==> config.mk <==
export PLATFORM = sky130hd
export DESIGN_NAME = periodic_task_dispatcher
export DESIGN_NICKNAME = d
export VERILOG_FILES = /design/src/sv/ptd_pkg.sv /design/src/sv/ptd_slot_ram.sv /design/src/sv/ptd_mod_unit.sv /design/src/sv/periodic_task_dispatcher.sv
export SDC_FILE = /design/constraint.sdc
export NUM_CORES = 1
export LEC_CHECK = 0
export ABC_AREA = 1
export BUFFER_PORTS_ARGS = -buffer_cell sky130_fd_sc_hd__buf_2
export CAP_MARGIN = 0
export CORE_MARGIN = 2
export CORE_UTILIZATION = 40
export CTS_CLUSTER_SIZE = 25
export DETAILED_ROUTE_END_ITERATION = 8
export GPL_TIMING_DRIVEN = 0
export PLACE_DENSITY = 0.58
export SYNTH_ARGS = -nofsm -noshare
export SYNTH_HDL_FRONTEND = slang
export SYNTH_SLANG_ARGS = --single-unit
==> constraint.sdc <==
create_clock -name aclk -period 18 [get_ports aclk]
set_input_delay 1.8 -clock aclk [delete_from_list [all_inputs] [get_ports aclk]]
set_output_delay 1.8 -clock aclk [all_outputs]
set_load 0.02 [all_outputs]
==> src/sv/ptd_pkg.sv <==
// shared constants and types of the periodic task dispatcher
`default_nettype none
package ptd_pkg;
    localparam int NUM_SLOTS = 8;
    localparam int SLOT_W    = (NUM_SLOTS > 1) ? $clog2(NUM_SLOTS) : 1;
    localparam int MAX_OUT   = 8;
    localparam int CNT_W     = $clog2(MAX_OUT + 1);

    localparam int TICK_W     = 64;
    localparam int DIGIT_W    = 8;
    localparam int DIV_STEPS  = TICK_W / DIGIT_W;
    localparam int DIV_CNT_W  = (DIV_STEPS > 1) ? $clog2(DIV_STEPS) : 1;

    localparam logic [1:0] REQ_CREATE = 2'd0;
    localparam logic [1:0] REQ_DELETE = 2'd1;
    localparam logic [1:0] REQ_TICK   = 2'd2;

    localparam logic [1:0] STAT_OK   = 2'd0;
    localparam logic [1:0] STAT_ERR  = 2'd1;
    localparam logic [1:0] STAT_DUE  = 2'd2;
    localparam logic [1:0] STAT_IDLE = 2'd3;

    typedef struct packed {
        logic [7:0] period;
        logic [7:0] handler;
    } ptd_entry_t;

    typedef struct packed {
        logic busy;
        logic done;
        logic rem_zero;
    } ptd_div_stat_t;
endpackage
`default_nettype wire

==> src/sv/ptd_slot_ram.sv <==
// task slot table: one write port, one registered read port
`default_nettype none
module ptd_slot_ram
    import ptd_pkg::*;
(
    input  wire logic              aclk,
    input  wire logic              we,
    input  wire logic [SLOT_W-1:0] waddr,
    input  wire ptd_entry_t        wdata,
    input  wire logic              re,
    input  wire logic [SLOT_W-1:0] raddr,
    output ptd_entry_t             rdata
);
    ptd_entry_t mem [NUM_SLOTS];
    ptd_entry_t rdata_reg;

    always_ff @(posedge aclk) begin
        if (we) begin
            mem[waddr] <= wdata;
        end
        if (re) begin
            rdata_reg <= mem[raddr];
        end
    end

    assign rdata = rdata_reg;
endmodule
`default_nettype wire

==> src/sv/ptd_mod_unit.sv <==
// serial 64-by-8 remainder, one 8-bit digit per cycle, reports remainder zero
`default_nettype none
module ptd_mod_unit
    import ptd_pkg::*;
(
    input  wire logic              aclk,
    input  wire logic              aresetn,
    input  wire logic              start,
    input  wire logic [TICK_W-1:0] dividend,
    input  wire logic [7:0]        divisor,
    output ptd_div_stat_t          stat
);
    logic                 busy_reg;
    logic                 done_reg;
    logic                 zero_reg;
    logic [DIV_CNT_W-1:0] cnt_reg;
    logic [TICK_W-1:0]    sh_reg;
    logic [7:0]           rem_reg;
    logic [7:0]           dvs_reg;
    logic [7:0]           rem_next;

    // restoring steps, remainder stays below the divisor so one subtract suffices
    always_comb begin
        logic [8:0] t;
        logic [7:0] r;
        r = rem_reg;
        t = '0;
        for (int k = 0; k < DIGIT_W; k++) begin
            t = {r, sh_reg[TICK_W-1-k]};
            if (t >= {1'b0, dvs_reg}) begin
                t = t - {1'b0, dvs_reg};
            end
            r = t[7:0];
        end
        rem_next = r;
    end

    always_ff @(posedge aclk) begin
        if (!aresetn) begin
            busy_reg <= 1'b0;
            done_reg <= 1'b0;
            zero_reg <= 1'b0;
            cnt_reg  <= '0;
        end else begin
            done_reg <= 1'b0;
            if (start) begin
                busy_reg <= 1'b1;
                cnt_reg  <= '0;
                sh_reg   <= dividend;
                rem_reg  <= '0;
                dvs_reg  <= divisor;
            end else if (busy_reg) begin
                rem_reg <= rem_next;
                sh_reg  <= sh_reg << DIGIT_W;
                cnt_reg <= cnt_reg + 1'b1;
                if (cnt_reg == DIV_CNT_W'(DIV_STEPS - 1)) begin
                    busy_reg <= 1'b0;
                    done_reg <= 1'b1;
                    zero_reg <= (rem_next == 8'd0);
                end
            end
        end
    end

    assign stat.busy     = busy_reg;
    assign stat.done     = done_reg;
    assign stat.rem_zero = zero_reg;
endmodule
`default_nettype wire

==> src/sv/periodic_task_dispatcher.sv <==
// Periodic task dispatcher: a table of task slots in a RAM with a registered read, valid
// bits in flops, and a 64-bit tick count. Create, delete and unknown requests give one
// word. A tick walks every slot in priority order: an empty slot takes a RAM read, a
// check and a step to the next slot; an occupied one takes a RAM read, a check, a run of
// the serial 64-by-8 remainder unit up to its done pulse and a step, plus an emit when it
// is due. A tick ends with a final word; a step that sends a word waits while the output
// register still holds an unaccepted word. One request is handled at a time; a new
// request is taken while the last result word still waits in the output register.
`default_nettype none
module periodic_task_dispatcher
    import ptd_pkg::*;
(
    input  wire logic       aclk,
    input  wire logic       aresetn,
    input  wire logic       s_valid,
    output logic            s_ready,
    input  wire logic [1:0] s_req_type,
    input  wire logic [2:0] s_slot,
    input  wire logic [7:0] s_period,
    input  wire logic [7:0] s_handler,
    output logic            m_valid,
    input  wire logic       m_ready,
    output logic [1:0]      m_status,
    output logic [2:0]      m_due_slot,
    output logic [7:0]      m_due_handler,
    output logic            m_last
);
    localparam logic [2:0] S_IDLE = 3'd0;
    localparam logic [2:0] S_EXEC = 3'd1;
    localparam logic [2:0] S_RD   = 3'd2;
    localparam logic [2:0] S_CHK  = 3'd3;
    localparam logic [2:0] S_DIV  = 3'd4;
    localparam logic [2:0] S_EMIT = 3'd5;
    localparam logic [2:0] S_NEXT = 3'd6;
    localparam logic [2:0] S_END  = 3'd7;

    logic [2:0]           state_reg, state_next;
    logic [1:0]           req_type_reg, req_type_next;
    logic [2:0]           req_slot_reg, req_slot_next;
    logic [7:0]           req_period_reg, req_period_next;
    logic [7:0]           req_handler_reg, req_handler_next;
    logic [NUM_SLOTS-1:0] vbits_reg, vbits_next;
    logic [TICK_W-1:0]    tick_reg, tick_next;
    logic [SLOT_W-1:0]    idx_reg, idx_next;
    logic [CNT_W-1:0]     cnt_reg, cnt_next;
    logic                 pend_valid_reg, pend_valid_next;
    logic [2:0]           pend_slot_reg, pend_slot_next;
    logic [7:0]           pend_handler_reg, pend_handler_next;
    logic [7:0]           cur_handler_reg, cur_handler_next;
    logic                 m_valid_reg, m_valid_next;
    logic [1:0]           m_status_reg, m_status_next;
    logic [2:0]           m_slot_reg, m_slot_next;
    logic [7:0]           m_handler_reg, m_handler_next;
    logic                 m_last_reg, m_last_next;

    logic              ram_we;
    logic [SLOT_W-1:0] ram_waddr;
    ptd_entry_t        ram_wdata;
    logic              ram_re;
    ptd_entry_t        ram_rdata;
    logic              div_start;
    ptd_div_stat_t     div_stat;

    logic              out_free;
    logic              accept;
    logic              slot_ok;
    logic [SLOT_W-1:0] slot_addr;
    logic              ok;

    ptd_slot_ram u_ram (
        .aclk  (aclk),
        .we    (ram_we),
        .waddr (ram_waddr),
        .wdata (ram_wdata),
        .re    (ram_re),
        .raddr (idx_reg),
        .rdata (ram_rdata)
    );

    ptd_mod_unit u_mod (
        .aclk     (aclk),
        .aresetn  (aresetn),
        .start    (div_start),
        .dividend (tick_reg),
        .divisor  (ram_rdata.period),
        .stat     (div_stat)
    );

    assign out_free  = !m_valid_reg || m_ready;
    assign s_ready   = (state_reg == S_IDLE);
    assign accept    = s_valid && s_ready;
    assign slot_ok   = (32'(req_slot_reg) < 32'(NUM_SLOTS));
    assign slot_addr = SLOT_W'(req_slot_reg);

    always_comb begin
        state_next        = state_reg;
        req_type_next     = req_type_reg;
        req_slot_next     = req_slot_reg;
        req_period_next   = req_period_reg;
        req_handler_next  = req_handler_reg;
        vbits_next        = vbits_reg;
        tick_next         = tick_reg;
        idx_next          = idx_reg;
        cnt_next          = cnt_reg;
        pend_valid_next   = pend_valid_reg;
        pend_slot_next    = pend_slot_reg;
        pend_handler_next = pend_handler_reg;
        cur_handler_next  = cur_handler_reg;
        m_valid_next      = m_valid_reg && !m_ready;
        m_status_next     = m_status_reg;
        m_slot_next       = m_slot_reg;
        m_handler_next    = m_handler_reg;
        m_last_next       = m_last_reg;
        ram_we            = 1'b0;
        ram_waddr         = slot_addr;
        ram_wdata         = '0;
        ram_re            = 1'b0;
        div_start         = 1'b0;
        ok                = 1'b0;

        case (state_reg)
            S_IDLE: begin
                if (accept) begin
                    req_type_next    = s_req_type;
                    req_slot_next    = s_slot;
                    req_period_next  = s_period;
                    req_handler_next = s_handler;
                    if (s_req_type == REQ_TICK) begin
                        tick_next       = tick_reg + 1'b1;
                        idx_next        = '0;
                        cnt_next        = '0;
                        pend_valid_next = 1'b0;
                        state_next      = S_RD;
                    end else begin
                        state_next = S_EXEC;
                    end
                end
            end
            S_EXEC: begin
                if (out_free) begin
                    case (req_type_reg)
                        REQ_CREATE: begin
                            ok = slot_ok && !vbits_reg[slot_addr] && (req_period_reg != 8'd0);
                            if (ok) begin
                                vbits_next[slot_addr] = 1'b1;
                                ram_we                = 1'b1;
                                ram_wdata.period      = req_period_reg;
                                ram_wdata.handler     = req_handler_reg;
                            end
                        end
                        REQ_DELETE: begin
                            ok = slot_ok && vbits_reg[slot_addr];
                            if (ok) begin
                                vbits_next[slot_addr] = 1'b0;
                                ram_we                = 1'b1;
                            end
                        end
                        default: ok = 1'b0;
                    endcase
                    m_valid_next   = 1'b1;
                    m_status_next  = ok ? STAT_OK : STAT_ERR;
                    m_slot_next    = '0;
                    m_handler_next = '0;
                    m_last_next    = 1'b1;
                    state_next     = S_IDLE;
                end
            end
            S_RD: begin
                ram_re     = 1'b1;
                state_next = S_CHK;
            end
            S_CHK: begin
                cur_handler_next = ram_rdata.handler;
                if (vbits_reg[idx_reg]) begin
                    div_start  = 1'b1;
                    state_next = S_DIV;
                end else begin
                    state_next = S_NEXT;
                end
            end
            S_DIV: begin
                if (div_stat.done) begin
                    state_next = div_stat.rem_zero ? S_EMIT : S_NEXT;
                end
            end
            S_EMIT: begin
                // the held due word goes out only once a later one shows it is not last
                if (!pend_valid_reg || out_free) begin
                    if (pend_valid_reg) begin
                        m_valid_next   = 1'b1;
                        m_status_next  = STAT_DUE;
                        m_slot_next    = pend_slot_reg;
                        m_handler_next = pend_handler_reg;
                        m_last_next    = 1'b0;
                    end
                    pend_valid_next   = 1'b1;
                    pend_slot_next    = 3'(idx_reg);
                    pend_handler_next = cur_handler_reg;
                    cnt_next          = cnt_reg + 1'b1;
                    state_next        = S_NEXT;
                end
            end
            S_NEXT: begin
                if (idx_reg == SLOT_W'(NUM_SLOTS - 1) || cnt_reg == CNT_W'(MAX_OUT)) begin
                    state_next = S_END;
                end else begin
                    idx_next   = idx_reg + 1'b1;
                    state_next = S_RD;
                end
            end
            S_END: begin
                if (out_free) begin
                    m_valid_next    = 1'b1;
                    m_status_next   = pend_valid_reg ? STAT_DUE : STAT_IDLE;
                    m_slot_next     = pend_valid_reg ? pend_slot_reg : 3'd0;
                    m_handler_next  = pend_valid_reg ? pend_handler_reg : 8'd0;
                    m_last_next     = 1'b1;
                    pend_valid_next = 1'b0;
                    state_next      = S_IDLE;
                end
            end
            default: state_next = S_IDLE;
        endcase
    end

    always_ff @(posedge aclk) begin
        if (!aresetn) begin
            state_reg      <= S_IDLE;
            vbits_reg      <= '0;
            tick_reg       <= '0;
            idx_reg        <= '0;
            cnt_reg        <= '0;
            pend_valid_reg <= 1'b0;
            m_valid_reg    <= 1'b0;
        end else begin
            state_reg      <= state_next;
            vbits_reg      <= vbits_next;
            tick_reg       <= tick_next;
            idx_reg        <= idx_next;
            cnt_reg        <= cnt_next;
            pend_valid_reg <= pend_valid_next;
            m_valid_reg    <= m_valid_next;
        end
        req_type_reg     <= req_type_next;
        req_slot_reg     <= req_slot_next;
        req_period_reg   <= req_period_next;
        req_handler_reg  <= req_handler_next;
        pend_slot_reg    <= pend_slot_next;
        pend_handler_reg <= pend_handler_next;
        cur_handler_reg  <= cur_handler_next;
        m_status_reg     <= m_status_next;
        m_slot_reg       <= m_slot_next;
        m_handler_reg    <= m_handler_next;
        m_last_reg       <= m_last_next;
    end

    assign m_valid       = m_valid_reg;
    assign m_status      = m_status_reg;
    assign m_due_slot    = m_slot_reg;
    assign m_due_handler = m_handler_reg;
    assign m_last        = m_last_reg;

    // an occupied slot never holds a zero period
    a_period_nonzero: assert property (@(posedge aclk) disable iff (!aresetn)
        (state_reg == S_CHK && vbits_reg[idx_reg]) |-> (ram_rdata.period != 8'd0))
        else $error("occupied slot read back with zero period");

    a_div_idle_on_start: assert property (@(posedge aclk) disable iff (!aresetn)
        div_start |-> !div_stat.busy)
        else $error("remainder unit restarted while busy");

    a_single_word_last: assert property (@(posedge aclk) disable iff (!aresetn)
        (m_valid_reg && (m_status_reg == STAT_OK || m_status_reg == STAT_ERR
                         || m_status_reg == STAT_IDLE)) |-> m_last_reg)
        else $error("single result word without last");

    a_idle_word_clean: assert property (@(posedge aclk) disable iff (!aresetn)
        (m_valid_reg && m_status_reg == STAT_IDLE) |->
        (m_slot_reg == 3'd0 && m_handler_reg == 8'd0))
        else $error("idle word carries slot data");

    a_busy_after_accept: assert property (@(posedge aclk) disable iff (!aresetn)
        accept |=> (state_reg != S_IDLE))
        else $error("request accepted but not processed");
endmodule
`default_nettype wire
==> metrics <==
outcome=finished, final reports clean; most numerous cell in the Yosys netlist=nand2_1; R2R cell count=103; measured slew at the worst slew-check pin=1.28 ns; DRT Pass-1 Iters=6; slowest CP cell=edfxtp_1; Routed WL per cell=16.3 um; die height=221 um; PostCTS Resize Cnt=0; Worst Hold End=u_mod.dvs_reg[3]$_DFFE_PP_; worst setup path start=u_mod.dvs_reg[1]$_DFFE_PP_; syn_nets=2,184; total gr overflow=0; Clock Pin Slew Worst Setup and Hold Paths=0.06 ns; CP Launch Type=register; Design Area, Final=0.0212 mm^2; vias=14,429; flop-to-flop setup slack=2.00 ns; CTS H-tree lvls=2; worst r2r dst=u_mod.zero_reg$_SDFFE_PN0P_; NumNets Final=2,272; hold_buf cts=0; slew margin rel.=14.1%; post-synthesis cell count=2,080; Setup TNS=0 ns; Post-synth EDFFs=278; final-report hold violation count=0; Placed Area=0.0199 mm^2; Layout area overhead=12.2%; CTS buffer count=39; CTS root buf=clkbuf_16; max-cap violation count=0; initial antenna violation count=0; synth top area cells=edfxtp_1 (44%), dfxtp_1 (9.6%), nand2_1 (7.3%); Synth Warn #=0; ys async rst share=0%; ant diodes=0; CP peak stage delay=0.68 ns; Worst-Skew Late Latency=0.54 ns; DRC viols=0; largest net degree at the start of global routing=73; Max Root-Sink Buffers=3; clk_skew=0.0261 ns; max FFs per register=128; Worst Hold Class=reg2reg; highest net fanout along the worst path=10; Post-DP HPWL=34,000 um; Most Used Layer, Global Route=met2; met2 usage=29.6%; RSZ-0062 raised after global routing=false; Worst Hold Launch=u_ram.rdata[11]$_DFFE_PP_; GPL Wtd Cong=0.894; mean area per synthesized cell=9.07 um^2; first-pass GRT wire length=73,000 um; f_max=62.5 MHz; core area=0.0466 mm^2; period utilisation layout=88.9%; WHS=0.418 ns; Period minus WS final=16.01 ns; Cell Rows=79; final setup fails=0; sequential share of the synthesized area=53.8%; Iteration-0 DRC Markers=1,195; PortBufs=39; post-synth top area cell=edfxtp_1; synth cell count leaders=nand2_1 (365), edfxtp_1 (278), nor2_1 (270); CTS tree=done; Detailed Route WL=45,700 um; Vias/cell=5.14; RR Startpoint=u_mod.dvs_reg[1]$_DFFE_PP_; area of the die=0.0489 mm^2; hold path cells=0; grt met3 use=2.95%; Mapped Area=0.0189 mm^2; CP most frequent cell=nand2_1; type of the worst setup path=reg2reg; Synth Flop Type=edfxtp_1; initial core utilization=40.5%; clock sink total=368; CP endpoint kind=register; post-CTS setup buffer count=0; Max Slew Vio Count=0; synthesized flop and latch total=368; post-layout util=45.5%; Routed Antenna Nets=0; I/O pins=41; gr usage total=18.5%; Die Span X=221 um; layout cells sized above 1=7.96%; arrival time at the worst endpoint=16.46 ns; synth unique cells=54; number of global-route vias before repair=13,782; met1 Usage GRT=26.2%; critical path data required time=18.45 ns; share of the synthesized area in the top cell type=44.3%
## layer usage
layer  part of all wire [%]  wire [um]  up-vias
met5                      0          0        -
met3                    5.2       2400       67
met2                     46      20900      328
met4                    2.0        926        0
li1                       -          -     7263
met1                     47      21500     6771
## worst max-delay path, delay by kind of cell, from the launching register on
kind            cells  cell delay (ns)
fa+ha+maj           8             2.63
simple gates       46             4.91
buf+inv            17             2.00
compound gates     32             5.70
flops               1             0.68
## logic make-up after synthesis
kind of cell	Yosys count	share of synthesized area (%)
AND/OR/NAND/NOR	870	20.5
AO/OA/AOI/OAI	383	11.1
flip-flops	368	53.8
buffers and inverters	328	6.61
adder cells (fa/ha/maj)	79	5.56
XOR/XNOR	52	2.41
## metrics by stage
stage,instances,setup slack [ns]
after floorplan,2080,4.79
after global placement,2726,2.36
after detailed placement,2734,2.19
after CTS,2805,2.07
after global routing,2805,0.347
final,2805,2.00
## how the worst max path moves through the flow
stage | to | slack (ns) | depth (start not counted)
after floorplan | u_mod.zero_reg$_SDFFE_PN0P_ | 4.79 | 102
after global placement | u_mod.zero_reg$_SDFFE_PN0P_ | 2.36 | 103
after detailed placement | u_mod.zero_reg$_SDFFE_PN0P_ | 2.19 | 99
after CTS | u_mod.zero_reg$_SDFFE_PN0P_ | 2.07 | 99
after global routing | u_mod.zero_reg$_SDFFE_PN0P_ | 0.35 | 100
final | u_mod.zero_reg$_SDFFE_PN0P_ | 2.00 | 103
## area by class of cell
cell class	count	area [um^2]
Timing Repair Buffer	47	255
Clock buffer	48	1040
Clock inverter	23	211
Sequential cell	368	10100
Tap cell	607	759
Buffer	55	220
Multi-Input combinational cell	1384	7500
Inverter	273	1030
Fill cell	4493	25400
## layout by cell type (no fill, tap or decap), types with 8 or more instances in the layout
| cell type | count |
|---|---|
| inv_1 | 259 |
| clkinv_1 | 12 |
| o21a_1 | 8 |
| o21ai_1 | 9 |
| nor2_1 | 270 |
| xnor2_1 | 15 |
| a31oi_1 | 27 |
| ha_1 | 71 |
| dfxtp_1 | 90 |
| xor2_1 | 37 |
| nand3_1 | 61 |
| buf_4 | 9 |
| nand2_1 | 365 |
| nand4_1 | 35 |
| clkbuf_1 | 53 |
| buf_2 | 41 |
| clkinv_2 | 9 |
| clkbuf_16 | 40 |
| o22ai_1 | 17 |
| fa_1 | 8 |
| a21oi_1 | 112 |
| nor3_1 | 51 |
| edfxtp_1 | 278 |
| nor4_1 | 30 |
| nand2_2 | 10 |
| o21ai_0 | 177 |
Power is not shown: default switching activity piles up to over one toggle a cycle in this logic, so the estimate is an artifact.
